`src/hdl/sactl_pkg.sv`:
```
// Shared constants, types and configuration register codes for the tag lookup block.
package sactl_pkg;

  localparam int unsigned SETS       = 256;
  localparam int unsigned WAYS       = 4;
  localparam int unsigned ADDR_WIDTH = 32;
  localparam int unsigned SET_W      = $clog2(SETS);
  localparam int unsigned WAY_W      = $clog2(WAYS);
  localparam int unsigned WCNT_W     = $clog2(WAYS + 1);
  localparam int unsigned CNT_W      = 32;

  localparam int unsigned OFF_W      = 5;
  localparam int unsigned IDX_W      = 4;
  localparam int unsigned ABITS_W    = 6;
  localparam int unsigned SHIFT_W    = 6;
  localparam int unsigned CFG_IDX_W  = 2;
  localparam int unsigned CFG_DATA_W = 6;

  localparam logic [OFF_W-1:0]   OFFSET_BITS_RST = OFF_W'(2);
  localparam logic [IDX_W-1:0]   INDEX_BITS_RST  = IDX_W'(8);
  localparam logic [WCNT_W-1:0]  WAYS_RST        = WCNT_W'(4);
  localparam logic [ABITS_W-1:0] ADDR_BITS_RST   = ABITS_W'(32);

  typedef enum logic [CFG_IDX_W-1:0] {
    CFG_OFFSET_BITS = 2'd0,
    CFG_INDEX_BITS  = 2'd1,
    CFG_WAYS_IN_USE = 2'd2,
    CFG_ADDR_BITS   = 2'd3
  } cfg_idx_e;

  typedef struct packed {
    logic [WAY_W-1:0]                 ptr;
    logic [WAYS-1:0]                  valid;
    logic [WAYS-1:0][ADDR_WIDTH-1:0]  tag;
  } row_t;

  typedef struct packed {
    logic [SET_W-1:0]      set;
    logic [ADDR_WIDTH-1:0] tag;
  } lookup_t;

  typedef struct packed {
    logic             hit;
    logic [WAY_W-1:0] way;
    row_t             row_n;
  } match_t;

endpackage

```
`src/hdl/sactl_addr_decode.sv`:
```
// Address split into set index and tag from the configured field widths.
module sactl_addr_decode (
  input  logic [sactl_pkg::ADDR_WIDTH-1:0] address_i,
  input  logic [sactl_pkg::OFF_W-1:0]      offset_bits_i,
  input  logic [sactl_pkg::IDX_W-1:0]      index_bits_i,
  input  logic [sactl_pkg::ABITS_W-1:0]    addr_bits_i,
  output sactl_pkg::lookup_t               lookup_o
);

  logic [sactl_pkg::ABITS_W-1:0]   width;
  logic [sactl_pkg::SHIFT_W-1:0]   low;
  logic [sactl_pkg::ADDR_WIDTH:0]  width_mask;
  logic [sactl_pkg::ADDR_WIDTH-1:0] masked;
  logic [sactl_pkg::ADDR_WIDTH-1:0] shifted;
  logic [sactl_pkg::SET_W:0]       set_mask_wide;
  logic [sactl_pkg::SET_W-1:0]     set_mask;

  always_comb begin
    width = (addr_bits_i > sactl_pkg::ABITS_W'(sactl_pkg::ADDR_WIDTH))
          ? sactl_pkg::ABITS_W'(sactl_pkg::ADDR_WIDTH) : addr_bits_i;
    low = sactl_pkg::SHIFT_W'(offset_bits_i) + sactl_pkg::SHIFT_W'(index_bits_i);
    width_mask = ((sactl_pkg::ADDR_WIDTH+1)'(1) << width) - (sactl_pkg::ADDR_WIDTH+1)'(1);
    masked = address_i & width_mask[sactl_pkg::ADDR_WIDTH-1:0];
    lookup_o.tag = masked >> low;

    shifted = address_i >> offset_bits_i;
    set_mask_wide = ((sactl_pkg::SET_W+1)'(1) << index_bits_i) - (sactl_pkg::SET_W+1)'(1);
    set_mask = (32'(index_bits_i) >= sactl_pkg::SET_W) ? '1
             : set_mask_wide[sactl_pkg::SET_W-1:0];
    lookup_o.set = shifted[sactl_pkg::SET_W-1:0] & set_mask;
  end

endmodule

```
`config.mk`:
```
export PLATFORM = sky130hd
export DESIGN_NAME = sactl_addr_decode
export DESIGN_NICKNAME = d
export VERILOG_FILES = /design/src/hdl/sactl_pkg.sv /design/src/hdl/sactl_addr_decode.sv
export SDC_FILE = /design/constraint.sdc
export NUM_CORES = 1
export LEC_CHECK = 0
export BUFFER_PORTS_ARGS = -buffer_cell sky130_fd_sc_hd__buf_2
export CAP_MARGIN = 20
export CORE_MARGIN = 3
export CORE_UTILIZATION = 54
export DETAILED_ROUTE_END_ITERATION = 10
export PLACE_DENSITY = 0.89
export SYNTH_ARGS = -nofsm -noshare
export SYNTH_HDL_FRONTEND = slang
export SYNTH_SLANG_ARGS = --single-unit
```
`constraint.sdc`:
```
create_clock -name vclk -period 3.89
set_input_delay 0.5835 -clock vclk [all_inputs]
set_output_delay 0.5835 -clock vclk [all_outputs]
set_load 0.1 [all_outputs]
```
==> metrics, run 1 <==
cell taking the most area after synthesis mux4_2; gr usage total 0.753; synthesized cell area 0.00433 sq mm; gr ovfl total 14; hold_buf cts 0; WEP type primary output; post-synthesis cell count 628; simple-gate share of the synthesized area 0.265; Synth Area in XOR/XNOR 0.0280; Die W 95.5 microns; cell count after placement 837; combinational family with the most area after synthesis compound AO/OA/AOI/OAI gates; post-synthesis mux area share 0.211; adder-cell share of the synthesized area 0.0220; die height 95.5 microns; Err [ERROR GRT-0232] Routing congestion too high. Check the congestion heatmap in the GUI.; Port Buf Inserts 87; Starting Density 0.557; run status stopped before the end; ranking of synthesized cells by area mux4_2, mux2i_1, o21ai_0; most common cell in the synthesized netlist nor2_1; synth warn 0; GPL Wtd Cong 1.09; syn avg cell area 6.89 sq um; worst_ep grt lookup_o[9]; Post-synth top cells nor2_1, o21ai_0, nand2_1; Syn Nets 682; Top Ports 87; largest net degree at the start of global routing 47; hpwl dp 15100 microns; Synth cell types 78; Compound-Gate Fraction of Synth Area 0.397; area share of the largest cell type after synthesis 0.114; Rows 32; Halt Stage 5_1_grt; sequential area share after synthesis 0
-- routing by layer --
| layer | GRT overflow | GRT usage |
|---|---|---|
| met1 | 0 | 0.767 |
| met2 | 6 | 0.882 |
| met4 | 8 | 0.731 |
| met3 | 0 | 0.640 |
| met5 | 0 | 0.214 |
-- kinds of logic after synthesis --
| group | Yosys count |
|---|---|
| compound gates | 246 |
| xor+xnor | 13 |
| fa+ha+maj | 7 |
| buf+inv | 77 |
| mux | 63 |
| simple gates | 222 |
-- stage by stage --
step / setup slack (ns) / cell area, sq um / hold WS [ns]
after floorplan: -0.945 / 4700 / 1.52
after global placement: -0.453 / 6070 / 1.74
after detailed placement: -0.713 / 6070 / 1.76
after CTS: -0.300 / 6630 / 1.76
-- timing repair --
item	4_1_cts
pin swaps	36
setup endpoints to repair	29
gates resized for setup	96
buffers inserted	13
==> run 2, diff against run 1 <==
--- a/config.mk
+++ b/config.mk
@@ -8,9 +8,9 @@
 export BUFFER_PORTS_ARGS = -buffer_cell sky130_fd_sc_hd__buf_2
 export CAP_MARGIN = 20
 export CORE_MARGIN = 3
-export CORE_UTILIZATION = 54
+export CORE_UTILIZATION = 40
 export DETAILED_ROUTE_END_ITERATION = 10
-export PLACE_DENSITY = 0.89
+export PLACE_DENSITY_LB_ADDON = 0.15
 export SYNTH_ARGS = -nofsm -noshare
 export SYNTH_HDL_FRONTEND = slang
 export SYNTH_SLANG_ARGS = --single-unit
==> constraint.sdc (replaced) <==
create_clock -name vclk -period 5.05
set_input_delay 0.7575 -clock vclk [all_inputs]
set_output_delay 0.7575 -clock vclk [all_outputs]
set_load 0.1 [all_outputs]
==> run 2 against run 1 <==
The run now ends clean. Synthesized cell count is the same. Synthesized area stayed put.
==> metrics, run 2 <==
Slew headroom 0.355; non-filler cells, final 820; period utilization 0.965; FF+latch area 0 sq um; Setup Viol. Count Final 0; Rows 37; leading cell type in the layout, fill and taps excluded buf_2; Crit path required time 4.29 ns; hold_buf cts 0; hold path start index_bits_i[0]; layout filler cell count 1030; Final #Nets 740; cell count after placement 820; largest net degree at the start of global routing 47; post-synthesis cell count 628; ranking of synthesized cells by area mux4_2, mux2i_1, o21ai_0; vias in the first global route 5135; Hold Path Depth 4; P_leak 2.14 nW; Port Buf Inserts 87; sequential area share after synthesis 0; Starting Density 0.415; hpwl dp 14100 microns; CP Capture Type output port; Top Ports 87; die area 0.0121 sq mm; Initial DRC Count 755; synth warn 0; Worst-Margin Slew 0.963 ns; min Tclk post-route 4.87 ns; vias per cell 6.82; critical path's top delay family simple AND/OR/NAND/NOR gates; most frequent CP cell a211oi_1; Syn Nets 682; final cell area excluding filler cells 0.00552 sq mm; seq_cells 0; area share of the largest cell type after synthesis 0.114; most common cell in the synthesized netlist nor2_1; Post-synth top cells nor2_1, o21ai_0, nand2_1; die height 110 microns; crit-path max FO 10; ratio of cells with drive above 1 in the final layout 0.297; final WL 17700 microns; post-route ant nets 0; Critical Path AT 4.12 ns; drt drc 0; n_diodes 0; clock buffers 0; hold path endpoint lookup_o[32]; multi-input logic area 0.00419 sq mm; WP buf/inv 3; synthesized cell area 0.00433 sq mm; most frequent cells in the layout buf_2, nor2_1, nand2_1, o21ai_0; count of final hold-check violations 0; syn avg cell area 6.89 sq um; fmax 0.205 GHz; WHS 2.11 ns; critical path's slowest cell or4_1; Min-Delay Path Class in2out; pwr dens 258 mW/mm^2; critical path class in2out; run status finished clean; initial antenna violation count 0; CP Launch Type primary input; vias post-DR 5589; gr ovfl total 0; DR WL/cell 21.6 microns; Worst path max stage delay 0.54 ns; postcts setup bufs 0; Pins Over Slew Limit 0; Max IR drop VDD 0.325 mV; gr usage total 0.286; DR pass1 iterations 6; Area after DPL 0.00550 sq mm; cell taking the most area after synthesis mux4_2; Max Cap Viol 0; first-pass GRT wire length 27300 microns; RSZ-0062 raised after global routing false; GPL Wtd Cong 1.01; Die W 110 microns; Synth cell types 78; critical path, cell by cell buf_2, or4_1, or3_1, ha_2, buf_4, or2_2, o31ai_2, a211oi_1, mux2_2, nor2_1, a211oi_1, o32ai_2, buf_12; total core area 0.0104 sq mm; Area growth syn-to-layout 27.5%
==> run 2: kinds of logic after synthesis <==
group | share of synthesized area
and+or+nand+nor | 0.265
muxes | 0.211
buffers and inverters | 0.0766
AOI/OAI and AO/OA | 0.397
xor gates and xnor gates | 0.0280
adders and majority gates | 0.0220
==> run 2: metal layers <==
metal	vias to the layer above	global-route usage	wire length, microns
li1	2580	-	-
met4	0	0.0882	547
met5	-	0	0
met2	293	0.482	8480
met1	2668	0.388	7130
met3	48	0.0215	1600
==> run 2: tightest hold or removal path, stage by stage <==
cell     delay, ns
buf_2         0.14
inv_1         0.09
a21oi_1       0.07
buf_2         0.28
==> run 2: where the power goes <==
group          switching [W]  internal [W]  leakage, nW  total, W
Sequential                 0             0            0         0
Clock                      0             0            0         0
Combinational       0.000948      0.000476         2.14   0.00142
Total               0.000948      0.000476         2.14   0.00142
==> run 2: layout make-up <==
type               instances  share of cell area
multi-input cells        551               0.760
inverters                 13             0.00884
repair buffers           120               0.200
well taps                136              0.0308
==> run 2: how the worst max path moves through the flow <==
stage                        start            to  slack [ns]  cells after the start
floorplan           addr_bits_i[4]  lookup_o[10]       -0.51                     12
global placement    addr_bits_i[4]   lookup_o[6]        0.18                     13
detailed placement  addr_bits_i[4]   lookup_o[6]        0.13                     13
CTS                 addr_bits_i[4]   lookup_o[6]        0.12                     13
global route        addr_bits_i[5]  lookup_o[19]       0.002                     15
finish              addr_bits_i[4]   lookup_o[6]        0.18                     13
==> run 2: stage by stage <==
step,power (W),setup slack (ns),setup TNS (ns),utilization
CTS,0.00140,0.115,0,0.528
global route,0.00149,0.00237,0,0.530
finish,0.00142,0.175,0,0.530
floorplan,0.000981,-0.510,-0.952,-
global placement,0.00139,0.176,0,0.528
detailed placement,0.00140,0.133,0,0.528
==> run 2: repair_timing <==
action | in CTS | in global routing
resized for setup | 0 | 5
endpoints found under the hold margin | 0 | 0
endpoints found under the setup margin | 0 | 5
No activity file was read; power rests on OpenSTA's default activity.
