$ cat src/hdl/sactl_ram.sv
// Generic simple dual-port RAM with registered read data.
module sactl_ram #(
  parameter int unsigned WIDTH = 8,
  parameter int unsigned DEPTH = 16
) (
  input  logic                     clk_i,
  input  logic                     we_i,
  input  logic [$clog2(DEPTH)-1:0] waddr_i,
  input  logic [WIDTH-1:0]         wdata_i,
  input  logic                     re_i,
  input  logic [$clog2(DEPTH)-1:0] raddr_i,
  output logic [WIDTH-1:0]         rdata_o
);

  logic [WIDTH-1:0] mem_q [DEPTH];
  logic [WIDTH-1:0] rdata_q;

  always_ff @(posedge clk_i) begin
    if (we_i) begin
      mem_q[waddr_i] <= wdata_i;
    end
    if (re_i) begin
      rdata_q <= mem_q[raddr_i];
    end
  end

  assign rdata_o = rdata_q;

endmodule

$ cat config.mk
export PLATFORM = sky130hd
export DESIGN_NAME = sactl_ram
export DESIGN_NICKNAME = d
export VERILOG_FILES = /design/src/hdl/sactl_ram.sv
export SDC_FILE = /design/constraint.sdc
export NUM_CORES = 1
export LEC_CHECK = 0
export ABC_AREA = 1
export ABC_CLOCK_PERIOD_IN_PS = 1300
export BUFFER_PORTS_ARGS = -buffer_cell sky130_fd_sc_hd__buf_4
export CORE_MARGIN = 3
export CORE_UTILIZATION = 25
export DETAILED_ROUTE_END_ITERATION = 12
export PLACE_DENSITY = 0.4
export SLEW_MARGIN = 20
export SYNTH_ARGS = -nofsm -noshare
export SYNTH_HDL_FRONTEND = slang
export SYNTH_SLANG_ARGS = --single-unit
$ cat constraint.sdc
create_clock -name clk_i -period 1.3 [get_ports clk_i]
set_clock_uncertainty 0.15 [all_clocks]
set_input_delay 0 -clock clk_i [delete_from_list [all_inputs] [get_ports clk_i]]
set_output_delay 0 -clock clk_i [all_outputs]
set_load 0.1 [all_outputs]
==> results of run 1 <==
[registers in the layout (all words and copies together), names as in the netlist]
signal / flops
rdata_o: 8
mem_q: 128
[cells in the mapped netlist]
master | number | area share [%]
buf_1 | 1 | 0.064
buf_2 | 13 | 1.1
buf_4 | 4 | 0.51
buf_6 | 6 | 1.2
edfxtp_1 | 136 | 70
inv_1 | 100 | 6.4
inv_2 | 2 | 0.13
nand2_1 | 173 | 11
nand3_1 | 97 | 8.3
nand3b_1 | 2 | 0.26
nor2_1 | 17 | 1.1
[timing repair]
item / CTS / global route
resized for setup: 7 / 25
hold buffers: 10 / 0
endpoints found under the hold margin: 144 / 0
pin swaps: 0 / 17
endpoints found under the setup margin: 4 / 9
[worst min path at each step]
| stage | from | to | slack (ns) |
|---|---|---|---|
| global placement | re_i | rdata_o[6] | 0.16 |
| detailed placement | re_i | rdata_o[5] | 0.15 |
| global route | raddr_i[2] | rdata_o[3] | 0.08 |
| finish | raddr_i[2] | rdata_o[0] | 0.04 |
| floorplan | wdata_i[0] | mem_q[0][0] | -0.05 |
| CTS | raddr_i[2] | rdata_o[0] | 0.02 |
[stage by stage]
stage,area (sq um),instances,power [uW],utilization [%]
3_5_place_dp,6520,894,5890,28.6
3_3_place_gp,6520,894,5890,28.6
5_1_grt,7370,936,11200,32.4
6_report,7370,936,10800,32.4
4_1_cts,7260,936,10900,31.9
2_1_floorplan,5850,551,5550,-
[power by group]
| part | leakage, uW | switching, uW | total (uW) | internal, uW |
|---|---|---|---|---|
| combinational | 0.00157 | 618 | 875 | 257 |
| clock | 0.000292 | 1790 | 4980 | 3190 |
| sequential | 0.00124 | 28.5 | 4970 | 4940 |
[cell families (layout without fill, tap and decap cells)]
logic type | Yosys count | in the layout | share of synthesized area [%]
and+or+nand+nor | 289 | 289 | 20.8
DFF | 136 | 136 | 69.8
buffers and inverters | 126 | 198 | 9.39
[metal layers]
layer	global-route usage, %	share of wire, %	up-vias
li1	-	-	1899
met1	17.9	50	1842
met2	18.7	44	86
met3	2.32	3.8	19
met4	5.37	1.9	0
met5	0	0	-
[final cells by class]
cell class	count	area share, %
Sequential cell	136	55.4
Inverter	102	5.19
Timing Repair Buffer	64	7.42
Tap cell	313	5.31
Clock inverter	13	2.43
Multi-Input combinational cell	289	18.4
Clock buffer	19	5.87
==> results.cfg, run 1 <==
[die]
pin_count = 27
die_y_um = 159
die_area_sq_um = 25300
core_sq_um = 22800
initial_core_util_pct = 25.7
fp.dieW_um = 159
rows = 55

[grt]
grt_antenna_before_repair = 0
grt_max_degree = 33
grtUsageTotal_pct = 12.5
grt_remaining_overflow = 0
grt_first_pass_wirelength_mm = 23.8
grt_pass1_vias = 3887

[hold_path]
worstHoldPathCells = 6
hp-class = input pin to register

[worst_setup_path]
start_kind = register
cp.required_ns = 1.15
crit_fanout = 1
crit_start = rdata_o[3]
endpoint_kind = primary output
critPathTopFamily = flip-flops
r2r_slack_ns = 0.05
path_depth = 1
r2r-start = mem_q[3][2]
crit_arrival_ns = 1.11
path_buf_inv = 1
cp-endpoint = rdata_o[3]
critPathMaxStageDelay_ns = 0.38
crit_path_top_delay_cell = edfxtp_1
worst-r2r-cell-count = 6
r2r-end = rdata_o[2]
worstPathCellList = buf_4
critPathKind = register to primary output

[timing]
report.final.slew_viol_count = 0
fin_hold_ws_ns = 0.0387
setup-tns-final_ns = 0
finalHoldViolCount = 0
fmax_ghz = 0.794
rsz0062_at_grt = true
min_period_ns = 1.26
fin_ws_ns = 0.0411
setup_viol = 0
post-route-period-util_pct = 96.8
worstMarginPinSlew_ns = 0.665
timing.slew.headroom_pct = 55.6

[cts]
cts_tree = built
clockBufferDepth = 2
cts_setup_buffers = 0
clock_sinks = 136
root_buffer = clkbuf_16
numCtsBuffers = 17
h-tree-depth = 4
clk_pin_slew_worst_paths_ns = 0.05
clock_latency_ns = 0.41

[cells_and_area]
area_growth_pct = 26.1
final_cell_mix = 169 x nand2_1, 136 x edfxtp_1, 99 x inv_1, 71 x nand3_1, 50 x buf_4
drive_gt1_share_pct = 18.5
fin_nets = 629
n_antenna_cell = 0
multiInputGateArea_sq_um = 1350
fillers = 2288
seqCellArea_sq_um = 4080
layout_commonest_cell = nand2_1

[placed_design]
io_buffers = 26
hpwlAfterDp_mm = 9.96
gp_congestion = 0.784
dp_slack_ns = -0.225

[run]
max-cap-violations = 0

[synthesis]
syn_area_sq_um = 5850
ys_warn_count = 0
syn_nets = 570
synth_cell_types = 11
post_synth.cell_area_avg_sq_um = 10.6
syn_inst = 551
synth_seq_area_share_pct = 69.8
ys_ff_latch = 136

[detailed_routing]
antenna_left = 0
drc = 0
num_vias = 3846
vias_per_cell = 4.11
wl_per_cell_um = 16.3
drtIter0Drc = 242
first_pass_iters = 4
totalWireLength_mm = 15.2

[pwr]
vdd_ir_drop_max_uv = 563
leakage_uw = 0.00310
power.density_nw_per_um2 = 1470

[status]
status = finished clean
(Power assumes the default switching activity.)
==> inputs of run 2 (changes only) <==
--- a/config.mk
+++ b/config.mk
@@ -12,6 +12,7 @@
 export CORE_UTILIZATION = 25
 export DETAILED_ROUTE_END_ITERATION = 12
 export PLACE_DENSITY = 0.4
+export SETUP_SLACK_MARGIN = 0.3
 export SLEW_MARGIN = 20
 export SYNTH_ARGS = -nofsm -noshare
 export SYNTH_HDL_FRONTEND = slang
==> run 2 against run 1 <==
Net effect: maximum frequency up 0.49%; first-iteration DRC count up 13%; critical path depth did not move; global-route usage about the same; routed wire length about the same; power up 2.6%; largest cell class unchanged.
==> results.cfg, run 2 (same netlist as run 1, synthesis figures left out) <==
[worst_setup_path]
critPathTopFamily = flip-flops
crit_path_top_delay_cell = edfxtp_1
critPathMaxStageDelay_ns = 0.47
crit_arrival_ns = 1.10
endpoint_kind = primary output
path_depth = 1
crit_fanout = 1
path_buf_inv = 1
worst-r2r-cell-count = 6
start_kind = register
cp.required_ns = 1.15
critPathKind = register to primary output
worstPathCellList = buf_12

[cells_and_area]
fin_nets = 630
final_cell_area_sq_um = 7710
largest_reg_flops = 128
multiInputGateArea_sq_um = 1410
seqCellArea_sq_um = 4080
fillers = 2294
area_growth_pct = 31.8
layout_commonest_cell = nand2_1
stdcell_count = 937
regMostFlops = mem_q
drive_gt1_share_pct = 21.3
final_cell_mix = 169 x nand2_1, 136 x edfxtp_1, 100 x inv_1, 62 x nand3_1, 35 x nand3_2
fin_util_pct = 33.8
n_antenna_cell = 0

[placed_design]
gp_congestion = 0.776
io_buffers = 26
place_area_sq_um = 6690
hpwlAfterDp_mm = 10.1
dp_slack_ns = -0.0921
dp_cells = 895

[timing]
worstMarginPinSlew_ns = 0.433
fmax_ghz = 0.798
min_period_ns = 1.25
fin_ws_ns = 0.0472
report.final.slew_viol_count = 0
setup_viol = 0
post-route-period-util_pct = 96.4
rsz0062_at_grt = true
finalHoldViolCount = 0
fin_hold_ws_ns = 0.00138
timing.slew.headroom_pct = 71.1

[cts]
clock_sinks = 136
cts_tree = built
root_buffer = clkbuf_16
numCtsBuffers = 17
clockBufferDepth = 2
h-tree-depth = 4
clk_pin_slew_worst_paths_ns = 0.06
clock_latency_ns = 0.41

[detailed_routing]
drc = 0
first_pass_iters = 6
wl_per_cell_um = 16.2
antenna_left = 0
totalWireLength_mm = 15.2
vias_per_cell = 4.15
drtIter0Drc = 273
num_vias = 3885

[grt]
grt_pass1_vias = 3960
grt_remaining_overflow = 0
grt_first_pass_wirelength_mm = 24.0
grt_antenna_before_repair = 0
grtUsageTotal_pct = 12.6
grt_max_degree = 43

[die]
initial_core_util_pct = 25.7
die_area_sq_um = 25300
core_sq_um = 22800
die_y_um = 159
pin_count = 27
rows = 55
fp.dieW_um = 159

[hold_path]
hp-class = input pin to register
worstHoldPathCells = 5

[pwr]
vdd_ir_drop_max_uv = 715
leakage_uw = 0.00322
power.density_nw_per_um2 = 1440

[status]
status = finished clean

[run]
max-cap-violations = 0
## run 2: cell count changes in the layout (fill, tap and decap cells not counted), sizes merged
cell and delta:
bufinv +1, buf +1, clkinv +1, clkbuf -1, clkinvlp -1
## run 2: what timing repair did
action / 4_1_cts / 5_1_grt
setup buffers: 0 / 0
setup endpoints to repair: 16 / 16
resized for setup: 38 / 25
pin swaps: 18 / 10
hold buffers: 10 / 0
hold endpoints to repair: 144 / 0
## run 2: metrics by stage
stage / setup TNS, ns / total power [uW]
after floorplan: 0 / 5560
after global placement: -0.444 / 5930
after detailed placement: -0.425 / 5940
after CTS: 0 / 11200
after global routing: -0.0207 / 11500
final: 0 / 11100
## run 2: power breakdown
group | total, uW | switching, uW | internal [uW]
Combinational | 977 | 631 | 346
Clock | 5150 | 1760 | 3380
Sequential | 4990 | 43.1 | 4940
Total | 11100 | 2440 | 8670
## run 2: worst paths after layout
check | from | to | slack, ns
worst max-delay path | rdata_o[2] | rdata_o[2] | 0.05
worst min-delay path | raddr_i[1] | rdata_o[6] | 0.001
worst max register to register | mem_q[4][1] | rdata_o[1] | 0.08
worst min register to register | mem_q[0][3] | rdata_o[3] | 0.61
## run 2: metal layers
layer  track usage, %  routed length [um]  share of wire, %  up-vias
met2             19.1                7010                46       84
li1                 -                   -                 -     1902
met4             3.86                 127              0.84        0
met3             2.47                 615               4.0        9
met1             18.2                7450                49     1890
met5                0                   0                 0        -
## run 2: layout make-up
cell class | instances | area share (%)
well taps | 313 | 5.08
multi-input cells | 289 | 18.3
inverters | 102 | 4.97
flip-flops and latches | 136 | 53.0
clock buffers | 18 | 5.57
clock inverters | 14 | 2.66
repair buffers | 65 | 10.4
==> inputs of run 3 (changes only) <==
--- a/config.mk
+++ b/config.mk
@@ -9,9 +9,9 @@
 export ABC_CLOCK_PERIOD_IN_PS = 1300
 export BUFFER_PORTS_ARGS = -buffer_cell sky130_fd_sc_hd__buf_4
 export CORE_MARGIN = 3
-export CORE_UTILIZATION = 25
+export CORE_UTILIZATION = 40
 export DETAILED_ROUTE_END_ITERATION = 12
-export PLACE_DENSITY = 0.4
+export PLACE_DENSITY = 0.57
 export SETUP_SLACK_MARGIN = 0.3
 export SLEW_MARGIN = 20
 export SYNTH_ARGS = -nofsm -noshare
==> run 3 against run 2 <==
Net effect: the run now ends with hold timing left; final area fell by 3.6%; maximum frequency grew 1.5%; combinational power decreased by 5.0%; die area fell by 36%; register-to-register slack barely moved; core utilization increased by 19 points; count of clock-buffer cells in the layout fell by 1; setup slack improved by 0.019 ns; final cell count shrank 14%; critical path type is now register to register; largest cell class unchanged; highest routed layer unchanged.
==> results.cfg, run 3 (same netlist as run 1, synthesis figures left out) <==
[status]
status = complete, but fails checks
violations = hold timing

[hold_path]
hp-class = input pin to register
min-delay-start = raddr_i[3]

[timing]
report.final.slew_viol_count = 0
post-route-period-util_pct = 94.9
rsz0062_at_grt = true
finalHoldViolCount = 8
fmax_ghz = 0.810
timing.slew.headroom_pct = 49.0
min_period_ns = 1.23
setup_viol = 0
worstMarginPinSlew_ns = 0.764
fin_hold_ws_ns = -0.158

[run]
max-cap-violations = 0

[pwr]
intPower_uw = 8400
pwr-share-comb_pct = 8.6
p_clk_share_pct = 45.6
p_sw_uw = 2460
power.density_nw_per_um2 = 1460
vdd_ir_drop_max_uv = 796
swShare_pct = 22.6
leakage_uw = 0.00317
pwr-share-seq_pct = 45.8

[die]
fp.dieW_um = 127
pin_count = 27
core_sq_um = 14100
rows = 43
die_y_um = 127
initial_core_util_pct = 41.5
die_area_sq_um = 16100

[cts]
cts_tree = built
numCtsBuffers = 17
postCtsHoldBufs = 9
root_buffer = clkbuf_16
cts_setup_buffers = 0
clock_latency_ns = 0.42
clockBufferDepth = 2
clk_pin_slew_worst_paths_ns = 0.06
clock_sinks = 136
h-tree-depth = 4

[detailed_routing]
first_pass_iters = 5
wl_met1_mm = 6.45
drc = 0
top_layer = met4
wl_met3_um = 731
drtIter0Drc = 394
num_vias = 3979
totalWireLength_mm = 14.3
vias_per_cell = 4.96
wl_per_cell_um = 17.9
antenna_left = 0
wl_met2_mm = 6.93

[cells_and_area]
fin_util_pct = 52.7
n_antenna_cell = 0
layout_commonest_cell = nand2_1
fin_nets = 628
regMostFlops = mem_q
final_cell_area_sq_um = 7430
area_growth_pct = 27.1
largest_reg_flops = 128
drive_gt1_share_pct = 24.8
final_cell_mix = 165 x nand2_1, 136 x edfxtp_1, 100 x inv_1, 55 x nand3_2, 42 x nand3_1

[grt]
grt_max_degree = 41
grt_pass1_vias = 3999
grt_first_pass_wirelength_mm = 22.4
grtUsageTotal_pct = 18.9
grt_remaining_overflow = 0
grt_antenna_before_repair = 0

[placed_design]
gp_congestion = 0.820
io_buffers = 26
hpwlAfterDp_mm = 8.68
place_area_sq_um = 6400

[worst_setup_path]
endpoint_kind = register
start_kind = register
cp.required_ns = 1.32
critPathKind = register to register
crit_arrival_ns = 1.26
crit_start = mem_q[9][5]
r2r_slack_ns = 0.07
crit_fanout = 1
r2r-start = mem_q[9][5]
run 3: final timing paths:
kind                end  cells after the start
max          rdata_o[5]                      6
max reg2reg  rdata_o[5]                      6
min          rdata_o[6]                      3
min reg2reg  rdata_o[6]                      6
run 3: per-layer routing:
layer | track usage [%] | up-vias
li1 | - | 1902
met1 | 26.1 | 1949
met2 | 28.9 | 111
met3 | 4.59 | 17
met4 | 7.13 | 0
met5 | 0 | -
run 3: through the flow:
stage / setup TNS [ns] / setup slack, ns / power, uW / cells / hold WS, ns
2_1_floorplan: 0 / 0.199 / 5560 / 551 / -0.0511
3_3_place_gp: -0.384 / -0.0774 / 5870 / 761 / 0.157
3_5_place_dp: -0.413 / -0.0732 / 5870 / 761 / 0.150
4_1_cts: 0 / 0.0746 / 10900 / 802 / -0.163
5_1_grt: 0 / 0.0319 / 11200 / 802 / -0.141
6_report: 0 / 0.0658 / 10900 / 802 / -0.158
run 3: power groups by stage:
| stage | Combinational, uW | Sequential [uW] | Clock (uW) |
|---|---|---|---|
| after global placement | 808 | 5060 | 0 |
| final | 928 | 4970 | 4950 |
| after floorplan | 350 | 5210 | 0 |
| after CTS | 885 | 4970 | 4990 |
| after global routing | 1000 | 4980 | 5220 |
| after detailed placement | 813 | 5060 | 0 |
run 3: area by class of cell:
| cell class | count | area [sq um] |
|---|---|---|
| Timing Repair Buffer | 63 | 608 |
| Inverter | 102 | 383 |
| Sequential cell | 136 | 4080 |
| Multi-Input combinational cell | 289 | 1520 |
| Fill cell | 1234 | 6660 |
| Tap cell | 180 | 225 |
| Clock inverter | 15 | 184 |
| Clock buffer | 17 | 425 |
run 3: critical path: stages (launching register included):
cell and delay, ns:
edfxtp_1 0.36, inv_1 0.07, nand2_1 0.05, nand3_1 0.10, nand3_2 0.10, nand3_2 0.09, nand2_2 0.07
run 3: repair_timing:
action	CTS	global route
hold endpoints to repair	144	8
resized for setup	36	37
setup endpoints to repair	16	16
pin swaps	18	28
