File: src/hdl/sactl_pkg.sv
// Shared constants, types and configuration register codes for the tag lookup block.
package sactl_pkg;

  localparam int unsigned SETS       = 256;
  localparam int unsigned WAYS       = 4;
  localparam int unsigned ADDR_WIDTH = 32;
  localparam int unsigned SET_W      = $clog2(SETS);
  localparam int unsigned WAY_W      = $clog2(WAYS);
  localparam int unsigned WCNT_W     = $clog2(WAYS + 1);
  localparam int unsigned CNT_W      = 32;

  localparam int unsigned OFF_W      = 5;
  localparam int unsigned IDX_W      = 4;
  localparam int unsigned ABITS_W    = 6;
  localparam int unsigned SHIFT_W    = 6;
  localparam int unsigned CFG_IDX_W  = 2;
  localparam int unsigned CFG_DATA_W = 6;

  localparam logic [OFF_W-1:0]   OFFSET_BITS_RST = OFF_W'(2);
  localparam logic [IDX_W-1:0]   INDEX_BITS_RST  = IDX_W'(8);
  localparam logic [WCNT_W-1:0]  WAYS_RST        = WCNT_W'(4);
  localparam logic [ABITS_W-1:0] ADDR_BITS_RST   = ABITS_W'(32);

  typedef enum logic [CFG_IDX_W-1:0] {
    CFG_OFFSET_BITS = 2'd0,
    CFG_INDEX_BITS  = 2'd1,
    CFG_WAYS_IN_USE = 2'd2,
    CFG_ADDR_BITS   = 2'd3
  } cfg_idx_e;

  typedef struct packed {
    logic [WAY_W-1:0]                 ptr;
    logic [WAYS-1:0]                  valid;
    logic [WAYS-1:0][ADDR_WIDTH-1:0]  tag;
  } row_t;

  typedef struct packed {
    logic [SET_W-1:0]      set;
    logic [ADDR_WIDTH-1:0] tag;
  } lookup_t;

  typedef struct packed {
    logic             hit;
    logic [WAY_W-1:0] way;
    row_t             row_n;
  } match_t;

endpackage

File: src/hdl/sactl_way_match.sv
// Parallel tag compare across the ways of one set and round-robin victim update.
module sactl_way_match (
  input  sactl_pkg::row_t                   row_i,
  input  logic [sactl_pkg::ADDR_WIDTH-1:0]  tag_i,
  input  logic [sactl_pkg::WCNT_W-1:0]      ways_in_use_i,
  output sactl_pkg::match_t                 match_o
);

  logic [sactl_pkg::WCNT_W-1:0] ways;
  logic [sactl_pkg::WAY_W-1:0]  victim;
  logic [sactl_pkg::WCNT_W-1:0] victim_inc;

  always_comb begin
    if (ways_in_use_i == '0) begin
      ways = sactl_pkg::WCNT_W'(1);
    end else if (ways_in_use_i > sactl_pkg::WCNT_W'(sactl_pkg::WAYS)) begin
      ways = sactl_pkg::WCNT_W'(sactl_pkg::WAYS);
    end else begin
      ways = ways_in_use_i;
    end

    match_o.hit = 1'b0;
    match_o.way = '0;
    for (int w = sactl_pkg::WAYS - 1; w >= 0; w--) begin
      if ((sactl_pkg::WCNT_W'(w) < ways) && row_i.valid[w] && (row_i.tag[w] == tag_i)) begin
        match_o.hit = 1'b1;
        match_o.way = sactl_pkg::WAY_W'(w);
      end
    end

    victim = (sactl_pkg::WCNT_W'(row_i.ptr) >= ways) ? '0 : row_i.ptr;
    victim_inc = sactl_pkg::WCNT_W'(victim) + sactl_pkg::WCNT_W'(1);

    match_o.row_n = row_i;
    if (!match_o.hit) begin
      match_o.way = victim;
      match_o.row_n.tag[victim] = tag_i;
      match_o.row_n.valid[victim] = 1'b1;
      match_o.row_n.ptr = (victim_inc >= ways) ? '0 : victim_inc[sactl_pkg::WAY_W-1:0];
    end
  end

endmodule

File: config.mk
export PLATFORM = sky130hd
export DESIGN_NAME = sactl_way_match
export DESIGN_NICKNAME = d
export VERILOG_FILES = /design/src/hdl/sactl_pkg.sv /design/src/hdl/sactl_way_match.sv
export SDC_FILE = /design/constraint.sdc
export NUM_CORES = 1
export LEC_CHECK = 0
export BUFFER_PORTS_ARGS = -buffer_cell sky130_fd_sc_hd__buf_4
export CORE_AREA = 2 2 120 122
export DETAILED_ROUTE_END_ITERATION = 16
export DIE_AREA = 0 0 122 124
export PLACE_DENSITY = 0.59
export SYNTH_ARGS = -nofsm -noshare
export SYNTH_HDL_FRONTEND = slang
export SYNTH_SLANG_ARGS = --single-unit
File: constraint.sdc
create_clock -name vclk -period 5.1
set_clock_uncertainty 0.2 [all_clocks]
set_input_delay 0.765 -clock vclk [all_inputs]
set_output_delay 0.765 -clock vclk [all_outputs]
set_load 0.01 [all_outputs]
==> results of run 1 <==
-- cells by family after synthesis --
| kind of cell | after synthesis | share of synthesized area (%) |
|---|---|---|
| mux | 128 | 44.0 |
| xor+xnor | 124 | 28.8 |
| simple gates | 86 | 13.3 |
| buf+inv | 56 | 9.31 |
| compound gates | 15 | 2.65 |
| fa+ha+maj | 6 | 1.92 |
-- per-stage QoR --
stage | area [µm²] | setup slack [ns] | power [mW] | std cells | utilization [%]
floorplan | 3780 | 1.15 | 0.357 | 415 | -
global placement | 6060 | 0.652 | 0.677 | 860 | 44.2
detailed placement | 6060 | 0.624 | 0.680 | 860 | 44.2
CTS | 6060 | 0.617 | 0.683 | 860 | 44.2
global route | 6060 | 0.449 | 0.722 | 860 | 44.2
finish | 6060 | 0.612 | 0.678 | 860 | 44.2
-- cell type report --
type	count	area [µm²]	share of cell area, %
multi-input cells	359	3430	56.7
well taps	180	225	3.72
inverters	9	33.8	0.558
repair buffers	312	2370	39.1
-- placed cells by master (no fill, tap or decap), drive strengths merged --
cell,instances
o2111ai,1
a221oi,1
ha,5
and4b,2
nand4,13
buf,312
maj3,1
a21boi,1
nor2b,5
a2111oi,2
and3,2
xnor2,53
nor4,17
nor3,9
inv,9
mux2,128
o21ba,1
nand2,9
or2,1
or3,1
xor2,71
nand2b,3
nor2,15
nand3,6
a21oi,4
nand4b,1
and2,1
nor4b,1
o21ai,5
-- routing by layer --
metal / track usage [%] / routed length [µm] / share of wire (%)
met1: 28.8 / 7720 / 43
met2: 39.9 / 9090 / 50
met3: 2.38 / 1190 / 6.6
met4: 1.80 / 162 / 0.89
met5: 0 / 0 / 0
-- power groups by stage --
stage	Sequential (mW)	Clock, mW	Combinational, mW
after floorplan	0	0	0.357
after global routing	0	0	0.722
after detailed placement	0	0	0.680
after global placement	0	0	0.677
final	0	0	0.678
after CTS	0	0	0.683
-- worst max-delay path: cells and delay by family --
kind / cells / cell delay, ns
XOR/XNOR: 1 / 0.19
buffers and inverters: 3 / 0.59
multiplexers: 1 / 0.36
AND/OR/NAND/NOR: 5 / 1.59
-- final timing paths --
path / cells past startpoint / end / slack [ns]
worst max-delay path: 10 / match_o[36] / 0.61
worst min-delay path: 3 / match_o[128] / 1.61
==> impl_results.md, run 1 <==
* Status: finished clean
* CP Data Arrival Time at 3.52 ns
* Seq/Total Area, Yosys at 0%
* Pin count of the biggest net entering global routing at 21
* First-pass GRT wire length at 25100 µm
* Pwr dens at 112 nW/µm²
* Hold_sp: row_i[128]
* Vias at 4174
* Mean routed wirelength per cell at 21.1 µm
* Switch share at 45.0%
* Rows at 43
* Via/cell ratio at 4.85
* Post-synthesis average cell area at 9.10 µm²
* Ant diodes at 0
* GRT Util Overall at 21.9%
* Drt pass-1 iters at 5
* Worst-margin pin slew at 0.582 ns
* DIE WIDTH at 122 µm
* Final WL at 18200 µm
* Die footprint at 15100 µm²
* ANT nets after route at 0
* Number of sequential cells at 0
* Crit. Startpoint: tag_i[4]
* Core Region at 13700 µm²
* Area share of the largest cell type after synthesis at 23.5%
* Synthesized area at 3780 µm²
* Max-cap violation count at 0
* Hold-fix buffer count after cts at 0
* Initial antenna violation count at 0
* IO Pins at 306
* Cells along the critical path: buf_4, xor2_1, nor4_1, nand3_1, nor3_2, nor4_4, nand2_2, buf_4, mux2_2, buf_4
* PostCTS Resize Cnt at 0
* Peak supply drop at 0.0468 mV
* Pleak at 2.91 nW
* Internal power at 0.373 mW
* Congestion Overflow GR at 0
* Sw Pwr at 0.305 mW
* Clk pwr share at 0%
* Die height at 124 µm
* WS Path Type: input port to output port
* Synth-to-Final Area Change at 60.4%
* Number of global-route vias before repair at 4155
* Final setup violation count at 0
* Final Cycle Share at 88.0%
* PortBufs at 306
* Slew Viols, Final at 0
* CP max stage cell: nor4_1
* Cell mode on critical path: buf_4
* Dpl hpwl at 15700 µm
* Syn. warnings at 0
* Comb pwr share at 100.0%
* Hold Vio Cnt, Final at 0
* Share of cells above drive strength 1 at 65.9%
* Initial Utilization at 27.5%
* HP Class: input port to output port
* CP max FO at 17
* Post-synth top area cell: mux2_4
* # Post-CTS Setup Buffers at 0
* Clock buf count at 0
* CP peak stage delay at 0.54 ns
* Routability cong. at 0.868
* Startpoint types: input port
* Reg power frac at 0%
* FF/Latch Area at 0 µm²
* Max frequency at 0.223 GHz
* Number of fill cells at 1357
* Worst setup EP type: output port
* Top post-synthesis cells by area: mux2_4 (23%), mux2_2 (21%), xor2_1 (16%)
* Initial DRC Count at 179
* RSZ-0062 raised after global routing: false
* Syn nets at 589
* Post-layout net count at 856
* Required @ worst endpoint at 4.14 ns
* Syn Inst Count at 415
* Slew headroom at 60.8%
* Post-route minimum period at 4.49 ns
* Fin Hold WS at 1.61 ns
* Post-route DRC at 0
* Count leader, synth: xor2_1
* Synth cell types at 37
* Total Neg Setup Slack at 0 ns
* Post-synth top cells: xor2_1 (71), mux2_2 (69), mux2_4 (59)
Power figures use the tool's default switching activity.
==> run 2: changes to the inputs <==
- clock period: 5.1 -> 4.8 ns (I/O delays scaled with it)
==> run 2 against run 1 <==
Against the previous run: global-route usage down 0.079 points; flip-flop and latch count unchanged; cell count up 0.23%; power up 6.3%; largest power group unchanged; critical path depth unchanged; die area unchanged; cell area up 0.25%; core utilization up 0.11 points; non-clock buffer count up 2; critical path type unchanged.
==> impl_results.md, run 2 (same netlist as run 1, synthesis figures left out) <==
* Worst setup EP type: output port
* Most common cell after layout, fill and taps aside: buf_4
* Most frequent cells in the layout: buf_4 (312), xor2_1 (71), mux2_2 (69), mux2_4 (59), xnor2_1 (53)
* Internal power at 0.398 mW (+6.7%)
* Comb pwr share at 100.0% (about the same)
* Sw Pwr at 0.323 mW (+5.8%)
* CP max stage cell: and3_2
* CP peak stage delay at 0.63 ns (+0.09 ns)
* Slew Viols, Final at 0 (unchanged)
* CP max FO at 15 (-2)
* Drt pass-1 iters at 4 (-1)
* RSZ-0062 raised after global routing: false
* FF/Latch Area at 0 µm² (unchanged)
* Met2 WL at 9050 µm (-0.41%)
* Startpoint types: input port
* Max-cap violation count at 0 (unchanged)
* First-pass GRT wire length at 25000 µm (-0.41%)
* Final setup violation count at 0 (unchanged)
* Final Cycle Share at 92.0%
* PostCTS Resize Cnt at 0 (unchanged)
* Die height at 124 µm (unchanged)
* PortBufs at 306 (unchanged)
* Final worst slack at 0.386 ns (-0.226 ns)
* IO Pins at 306 (unchanged)
* Initial DRC Count at 133 (-26%)
* DIE WIDTH at 122 µm (unchanged)
* Number of global-route vias before repair at 4185 (+0.72%)
* Hold-fix buffer count after cts at 0 (unchanged)
* Slew headroom at 64.6% (+3.8 points)
* Required @ worst endpoint at 3.88 ns (-0.26 ns)
* Congestion Overflow GR at 0 (unchanged)
* HP Class: input port to output port
* Ant diodes at 0 (unchanged)
* Vias at 4160 (-0.34%)
* Post-route minimum period at 4.41 ns
* Post-route DRC at 0 (unchanged)
* Max layer used: met4
* Cell mode on critical path: buf_4
* Pwr dens at 119 nW/µm² (+6.0%)
* Die footprint at 15100 µm² (unchanged)
* Rows at 43 (unchanged)
* Routed wl met3 at 1380 µm (+16%)
* Initial Utilization at 27.5% (unchanged)
* WP buf/inv at 3 (unchanged)
* GRT Util Overall at 21.8% (-0.079 points)
* Mean routed wirelength per cell at 21.0 µm (-0.63%)
* WL met1 at 7560 µm (-2.1%)
* Routability cong. at 0.901 (+3.8%)
* Core Region at 13700 µm² (unchanged)
* # Post-CTS Setup Buffers at 0 (unchanged)
* Reg power frac at 0% (unchanged)
* DP Worst Slack at 0.423 ns (-0.201 ns)
* Dpl hpwl at 15700 µm (about the same)
* Via/cell ratio at 4.83 (-0.57%)
* Pleak at 2.92 nW (+0.31%)
* Status: finished clean
* Clk pwr share at 0% (unchanged)
* Initial antenna violation count at 0 (unchanged)
* Post-layout net count at 858 (+0.23%)
* Delay-heaviest family, CP: simple AND/OR/NAND/NOR gates
* Clock buf count at 0 (unchanged)
* Cells along the critical path: buf_4, xor2_1, nor4_1, nand4_1, nor3_2, nor4_4, and3_2, buf_4, mux2_4, buf_4
* CP Data Arrival Time at 3.49 ns (-0.03 ns)
* Max frequency at 0.227 GHz
* Pin count of the biggest net entering global routing at 18 (-14%)
* Share of cells above drive strength 1 at 66.0% (+0.10 points)
* WS Path Type: input port to output port
* Peak supply drop at 0.0478 mV (+2.2%)
* Synth-to-Final Area Change at 60.8%
* ANT nets after route at 0 (unchanged)
* Hold Vio Cnt, Final at 0 (unchanged)
* Final WL at 18100 µm (-0.40%)
* Number of sequential cells at 0 (unchanged)
* Switch share at 44.8% (-0.21 points)
* Total Neg Setup Slack at 0 ns (unchanged)
* Worst-margin pin slew at 0.531 ns (-0.0514 ns)
-- run 2: changes by cell type in the layout (fill, tap and decap cells not counted), sizes merged --
cell,previous run,this run
buf,312,314
-- run 2: cell type report --
| class | count | area [µm²] |
|---|---|---|
| fill | 1406 | 7650 |
| inverter | 9 | 33.8 |
| multi-input combinational | 359 | 3430 |
| tap | 180 | 225 |
| timing repair buffer | 314 | 2380 |
-- run 2: power by group through the flow --
stage / Clock (mW) / Sequential, mW / Combinational [mW]
after floorplan: 0 / 0 / 0.379
after global placement: 0 / 0 / 0.721
after detailed placement: 0 / 0 / 0.723
after CTS: 0 / 0 / 0.727
after global routing: 0 / 0 / 0.768
final: 0 / 0 / 0.721
-- run 2: through the flow --
step | std cells | hold slack [ns] | util, % | instance area [µm²] | power (mW)
floorplan | 415 | 1.36 | - | 3780 | 0.379
global route | 862 | 1.53 | 44.3 | 6070 | 0.768
CTS | 862 | 1.53 | 44.3 | 6070 | 0.727
detailed placement | 862 | 1.53 | 44.3 | 6070 | 0.723
finish | 862 | 1.52 | 44.3 | 6070 | 0.721
global placement | 862 | 1.52 | 44.3 | 6070 | 0.721
-- run 2: path summary, 6_finish.rpt --
path                       start      endpoint  slack, ns  depth (start not counted)
worst min-delay path  row_i[130]  match_o[130]       1.52                          3
worst max-delay path   tag_i[20]   match_o[26]       0.39                         10
-- run 2: worst min-delay path, cell delays in order --
cell and delay, ns:
buf_4 0.09, nand2b_1 0.09, buf_4 0.11
-- run 2: per-layer routing --
| layer | up-vias | track usage, % |
|---|---|---|
| li1 | 1980 | - |
| met1 | 1947 | 28.5 |
| met2 | 225 | 40.4 |
| met3 | 8 | 2.29 |
| met4 | 0 | 1.15 |
| met5 | - | 0 |
==> run 3: changes to the inputs <==
- clock period: 4.8 -> 4.23 ns (I/O delays scaled with it)
==> run 3 against run 2 <==
Against the previous run: setup slack worse by 0.23 ns; cell count increased by 0.23%; sequential share of layout area stayed put; combinational power increased by 15%; first-iteration DRC count fell by 3.8%; routed wire length increased by 1.8%; die area is the same; core utilization up 0.38 points; non-clock buffer count grew 2; cell area is 0.87% higher; largest cell class unchanged; highest routed layer unchanged.
==> impl_results.md, run 3 (same netlist as run 1, synthesis figures left out) <==
* Status: finished clean
* Number of global-route vias before repair at 4257 (+1.7%)
* M1 GR Usage at 28.9% (+0.38 points)
* Initial Utilization at 27.5% (unchanged)
* Share of cells above drive strength 1 at 66.1% (+0.099 points)
* Synth-to-Final Area Change at 62.2%
* Post-route insts no fill at 864 (+0.23%)
* Vias at 4196 (+0.87%)
* Delay-heaviest family, CP: compound AO/OA/AOI/OAI gates
* Area occupied by multi-input gates at 3430 µm² (unchanged)
* Pwr dens at 135 nW/µm² (+14%)
* Worst setup EP type: output port
* Fin area at 6130 µm² (+0.87%)
* CP max stage cell: maj3_1
* Most common cell after layout, fill and taps aside: buf_4
* ANT nets after route at 0 (unchanged)
* Final Power at 0.829 mW (+15%)
* Hold-fix buffer count after cts at 0 (unchanged)
* Drt pass-1 iters at 4 (unchanged)
* Initial antenna violation count at 0 (unchanged)
* Final Cycle Share at 96.4%
* Post-layout net count at 860 (+0.23%)
* CP Data Arrival Time at 3.24 ns (-0.25 ns)
* Total Neg Setup Slack at 0 ns (unchanged)
* Cells along the critical path: buf_4, a21oi_1, ha_1, nor2b_1, maj3_1, nor2_1, nor2_1, ha_1, o21ai_0, a21oi_1, a221oi_1, nor3_1, nand2_1, o21ai_0, buf_4
* Hold Vio Cnt, Final at 0 (unchanged)
* PostCTS Resize Cnt at 0 (unchanged)
* Slew headroom at 59.8% (-4.8 points)
* Placed instance area at 6130 µm² (+0.87%)
* Pin count of the biggest net entering global routing at 27 (+9)
* PortBufs at 306 (unchanged)
* IO Pins at 306 (unchanged)
* GRT Util Overall at 22.3% (+0.49 points)
* Rows at 43 (unchanged)
* First-pass GRT wire length at 25600 µm (+2.5%)
* Number of fill cells at 1348 (-4.1%)
* Mean routed wirelength per cell at 21.3 µm (+1.6%)
* Via/cell ratio at 4.86 (+0.63%)
* CP max FO at 9 (-6)
* Post-route DRC at 0 (unchanged)
* Startpoint types: input port
* Routability cong. at 0.914 (+1.5%)
* Number of sequential cells at 0 (unchanged)
* Worst-margin pin slew at 0.598 ns (+0.0672 ns)
* Placed insts at 864 (+0.23%)
* Die footprint at 15100 µm² (unchanged)
* Slew Viols, Final at 0 (unchanged)
* Required @ worst endpoint at 3.40 ns (-0.48 ns)
* Peak supply drop at 0.0584 mV (+22%)
* Max frequency at 0.245 GHz
* RSZ-0062 raised after global routing: false
* Ant diodes at 0 (unchanged)
* Core Region at 13700 µm² (unchanged)
* WP buf/inv at 2 (-1)
* GR Layer Usage met3 at 2.29% (unchanged)
* Clock buf count at 0 (unchanged)
* Dpl hpwl at 15800 µm (+0.91%)
* FF/Latch Area at 0 µm² (unchanged)
* Final setup violation count at 0 (unchanged)
* Initial DRC Count at 128 (-3.8%)
* Most frequent cells in the layout: buf_4 (311), xor2_1 (71), mux2_2 (69), mux2_4 (59), xnor2_1 (53)
* Die height at 124 µm (unchanged)
* HP Class: input port to output port
* GR peak layer: met2
* Congestion Overflow GR at 0 (unchanged)
* # Post-CTS Setup Buffers at 0 (unchanged)
* Max-cap violation count at 0 (unchanged)
* Post-route minimum period at 4.08 ns
* CP peak stage delay at 0.35 ns (-0.28 ns)
* DIE WIDTH at 122 µm (unchanged)
* WS Path Type: input port to output port
* M2 GR Usage at 41.1% (+0.73 points)
* Final WL at 18400 µm (+1.8%)
* Pleak at 2.94 nW (+0.87%)
[run 3: cell types whose count changed in the layout (fill, tap and decap cells not counted), sizes merged]
cell / delta
buf: +2
[run 3: routing by layer]
| metal | share of wire [%] | wire length (µm) |
|---|---|---|
| met4 | 1.1 | 195 |
| met3 | 6.8 | 1260 |
| met5 | 0 | 0 |
| met1 | 42 | 7730 |
| met2 | 50 | 9240 |
[run 3: worst min-delay path, cell delays in order]
cell and delay [ns]:
buf_4 0.08, or2_1 0.08, buf_4 0.11
[run 3: report_power, final]
part | switching, mW | internal (mW)
Sequential | 0 | 0
Clock | 0 | 0
Combinational | 0.372 | 0.457
[run 3: path summary, 6_finish.rpt]
kind,cells past startpoint,startpoint,slack [ns],end
max,15,ways_in_use_i[2],0.15,match_o[133]
min,3,row_i[128],1.34,match_o[128]
[run 3: cell type report]
class                      instances  area share [%]
timing repair buffer             316            39.7
inverter                           9           0.551
tap                              180            3.68
multi-input combinational        359            56.0
[run 3: stage by stage]
stage | worst slack [ns] | hold slack [ns] | util (%)
floorplan | 0.540 | 1.19 | -
global placement | 0.190 | 1.35 | 44.7
detailed placement | 0.171 | 1.35 | 44.7
CTS | 0.165 | 1.35 | 44.7
global route | 0.0595 | 1.36 | 44.7
finish | 0.154 | 1.34 | 44.7
